$ cat config.mk
export PLATFORM = sky130hd
export DESIGN_NAME = bfe_ram
export DESIGN_NICKNAME = d
export VERILOG_FILES = /design/src/bfe_ram.sv
export SDC_FILE = /design/constraint.sdc
export NUM_CORES = 2
export LEC_CHECK = 0
export BUFFER_PORTS_ARGS = -buffer_cell sky130_fd_sc_hd__buf_2
export CORE_ASPECT_RATIO = 0.75
export CORE_MARGIN = 8
export CORE_UTILIZATION = 36
export CTS_BUF_LIST = sky130_fd_sc_hd__clkbuf_8
export DETAILED_ROUTE_END_ITERATION = 10
export PLACE_DENSITY = 0.49
export SYNTH_ARGS = -nofsm -noshare
export SYNTH_HDL_FRONTEND = slang
export SYNTH_SLANG_ARGS = --single-unit
$ cat constraint.sdc
create_clock -name clk -period 3.7 [get_ports clk]
set_input_delay 0 -clock clk [delete_from_list [all_inputs] [get_ports clk]]
set_output_delay 0 -clock clk [all_outputs]
set_load 0.05 [all_outputs]
$ cat src/bfe_ram.sv
// bfe_ram: generic single-write, single-read ram with registered read data
// no dependencies

module bfe_ram #(
  parameter int WIDTH = 8,
  parameter int DEPTH = 256
) (
  input  logic                     clk,
  input  logic                     we,
  input  logic [$clog2(DEPTH)-1:0] waddr,
  input  logic [WIDTH-1:0]         wdata,
  input  logic                     re,
  input  logic [$clog2(DEPTH)-1:0] raddr,
  output logic [WIDTH-1:0]         rdata
);

  logic [WIDTH-1:0] mem [DEPTH];

  always_ff @(posedge clk) begin
    if (we) begin
      mem[waddr] <= wdata;
    end
    if (re) begin
      rdata <= mem[raddr];
    end
  end

endmodule

After elaboration in Yosys (flattened, before gate mapping)
Memories as Yosys holds them, arrays and structs flattened. A register that Yosys moved wholly into a read port is not among the register bits.
Index checks and enable logic that the tools add are counted.
W data, S select, Z words.
Word-level totals
  output and inout port bits: 8
  memories: 1
  bits in writable memories: 2048
  bits of input ports: 27
  register bits after elaboration: 0
Memory list
  mem: words 256, bits a word 8, rd ports 1, clocked after Yosys merged registers in 1, wr ports 1, RTL line 17  | logic [WIDTH-1:0] mem [DEPTH];
Operators by class
  muxes and demuxes: 2
Operators with widths (number)
  $mux W1: 2

Depth between registers and ports, before layout
  word-level depth: 2
  gate-level depth with buffers: 11

Worst setup path after synthesis
Ideal clock, no wire load.
  path type: input to register
  start point: input raddr[0]
  end point: register rdata[2] (read register of mem), data pin
  arrival: 1.807 ns
  cell stages on the path: 9
  path slack: 1.624 ns
  path buffers: 4
  library setup time: 0.269 ns
  path through: buf_6 buf_12 buf_8 buf_2 mux4_2 a22oi_1 a21oi_1 nor4_1 nor4_2
RTL lines
  start: declaration: RTL line 13  | input logic [$clog2(DEPTH)-1:0] raddr,
  end: declaration: RTL line 14  | output logic [WIDTH-1:0] rdata

==> flow_metrics.py <==
metrics = {
    "run_status": {
        "outcome": "completed",
    },
    "clock_tree": {
        "cts_resized": 0,
        "cts_tree": "built",
        "ctsRootBufferMaster": "clkbuf_8",
        "clockBufferDepth": 4,
        "worstSkewPairLatency_ns": 0.93,
        "clkSinkCount": 2056,
        "numCtsBuffers": 323,
        "htree_levels": 5,
        "cts.clk_slew.worst_paths_ns": 0.06,
    },
    "detailed_routing": {
        "vias_per_cell": 5.47,
        "drtIter0Drc": 4933,
        "drt-total-wl_um": 223000,
        "top_layer_used": "met4",
        "drc": 0,
        "ant_nets": 0,
        "vias": 39900,
        "wl_met3_um": 17300,
        "met1_length_um": 104000,
        "dr.pass1.iters": 5,
        "wl_met2_um": 97600,
        "wire_per_inst_um": 30.6,
    },
    "place": {
        "gp_congestion": 0.803,
        "dp_hpwl_um": 138000,
        "placed_area_mm2": 0.0845,
        "post-place-ws_ns": -0.0283,
        "io_buffer_count": 34,
    },
    "cells_and_area": {
        "design_area_mm2": 0.0903,
        "fin_util": 0.411,
        "final_nets": 4153,
        "drive_gt1_frac": 0.263,
        "area_growth_pct": 13.4,
    },
    "global_route": {
        "grt_first_pass_wirelength_um": 314000,
        "grt_pass1_vias": 40200,
        "gr-usage-all-layers": 0.184,
        "grt.overflow.total": 0,
        "grt_max_degree": 133,
        "antenna_found_initial": 16,
    },
    "sta": {
        "clock_skew_ns": 0.0555,
        "setup_viol": 0,
        "hold_slack_ns": 0.0842,
        "worst_pin_slew_ns": 1.47,
        "hold_viol": 0,
        "fin_crit_sh": 0.795,
        "setup_ws_ns": 0.760,
        "min_period_ns": 2.94,
        "drv_slew": 0,
        "fmax_mhz": 340,
        "max-slew-margin-rel": 0.0170,
        "rsz0062_at_grt": "false",
    },
    "synth": {
        "yosysWarnings": 0,
        "avgSynthCellArea_um2": 21.3,
        "ys_async_sr_fraction": 0,
        "syn_area_mm2": 0.0796,
        "yosysSeqAreaShare": 0.775,
        "synthMostInstantiatedCell": "edfxtp_1",
        "ys_types": 54,
        "syn-num-nets": 3760,
        "synthTopCellsByArea": "edfxtp_1 (78%), mux4_2 (13%), mux2i_1 (1.7%)",
        "netlist_top_cells_count": "edfxtp_1 (2056), mux4_2 (454), nor2_1 (282), mux2i_1 (134), a22oi_1 (133)",
        "synth_top_cell_area_share": 0.775,
        "synth_top_area_cell": "edfxtp_1",
        "ys_ff_latch": 2056,
        "synthFlopType": "edfxtp_1",
        "syn_inst": 3733,
        "synth_edf_count": 2056,
    },
    "die": {
        "ioPinCount": 35,
        "die_height_um": 423,
        "rows": 149,
        "start_util": 0.362,
        "dieArea_mm2": 0.237,
        "core_area_mm2": 0.220,
        "die_x_um": 559,
    },
    "power_and_ir_drop": {
        "leakage_nw": 28.2,
        "cellPowerDensity_mw_per_mm2": 507,
        "intPower_mw": 35.2,
        "vdd_ir_drop_max_uv": 292,
        "seq_power_share": 0.562,
        "p_comb_frac": 0.056,
        "p_sw_mw": 10.6,
        "clock_power_share": 0.382,
        "swShare": 0.232,
    },
    "worst_setup_path": {
        "end_kind": "flip-flop",
        "cp_max_fo": 2,
        "worstSetupStartpointType": "flip-flop",
        "worstPathRequired_ns": 4.34,
        "crit_type": "flip-flop to flip-flop",
        "arrival_ns": 3.58,
    },
    "hold_path": {
        "hold_path_class": "primary input to flip-flop",
    },
    "flow_run": {
        "max_cap_violations": 0,
    },
}
[registers in the layout, summed over array words and instances, names as in the netlist]
name / count
mem: 2048
rdata: 8
[area by class of cell]
class                           count  area [µm²]
Fill cell                       19500      130000
Sequential cell                  2056       61700
Multi-Input combinational cell   1442       16500
Clock buffer                      330        4540
Tap cell                         2944        3680
Timing Repair Buffer              301        2760
Clock inverter                    218        1040
Antenna cell                        7        17.5
Inverter                            2        7.51
[power by group through the flow]
stage	clock network, mW	logic [mW]	registers [mW]
after floorplan	0	1.25	26.2
after detailed placement	0	2.58	26.2
final	17.5	2.58	25.7
after CTS	17.9	2.61	25.7
after global placement	0	2.57	26.2
after global routing	18.9	2.72	25.7
[cell families after synthesis]
kind of cell / share of synthesized area
flip-flops: 0.775
AO/OA/AOI/OAI: 0.0342
multiplexers: 0.146
buffers and inverters: 0.0183
AND/OR/NAND/NOR: 0.0263
[timing repair]
action | in CTS | in global routing
endpoints found under the hold margin | 2033 | 0
setup buffers | 0 | 0
hold buffers | 21 | 0
[cell usage in the layout, fill, tap and decap left out, types with 6 or more instances in the layout]
cell type / n
dlygate4sd3_1: 21
nand3_1: 25
a221oi_1: 13
clkinvlp_4: 6
o22ai_1: 28
o211ai_1: 10
clkinv_2: 30
a211oi_1: 16
buf_12: 34
nor3_1: 22
buf_2: 22
clkinv_1: 72
mux4_2: 454
mux2i_1: 134
a22o_1: 8
nand4_1: 10
o221ai_1: 46
nor2_1: 279
nor4_1: 24
nor2b_1: 28
edfxtp_1: 2056
buf_4: 214
clkbuf_8: 330
inv_1: 100
diode_2: 7
a22oi_1: 133
buf_8: 10
nand3_2: 9
nand2_1: 33
nand2b_1: 8
o21ai_0: 10
a21oi_1: 96
[per-layer routing]
layer  track usage  vias up
li1              -    16500
met1         0.281    21600
met2         0.270     1500
met3        0.0405      301
met4        0.0387        0
met5             0        -
[path summary, 6_finish.rpt]
kind / from / end / slack [ns] / depth (start not counted)
setup / recovery: mem[235][6] / rdata[6] / 0.76 / 5
hold / removal: re / rdata[3] / 0.08 / 2
setup reg to reg: mem[235][6] / rdata[6] / 0.76 / 5
hold reg to reg: mem[92][7] / rdata[7] / 1.19 / 5
[per-stage QoR]
step                setup TNS [ns]  instances  power (mW)
finish                           0       7300        45.8
global route                     0       7295        47.3
CTS                              0       7293        46.2
detailed placement         -0.0283       6724        28.8
global placement            -0.105       6724        28.8
floorplan                        0       3733        27.5
[worst max-delay path: stages (launching register included)]
cell,delay (ns)
edfxtp_1,0.35
mux4_2,0.53
o311ai_0,0.58
o22ai_1,0.35
nor4_1,0.75
nor4_2,0.09
(Power assumes the default switching activity.)
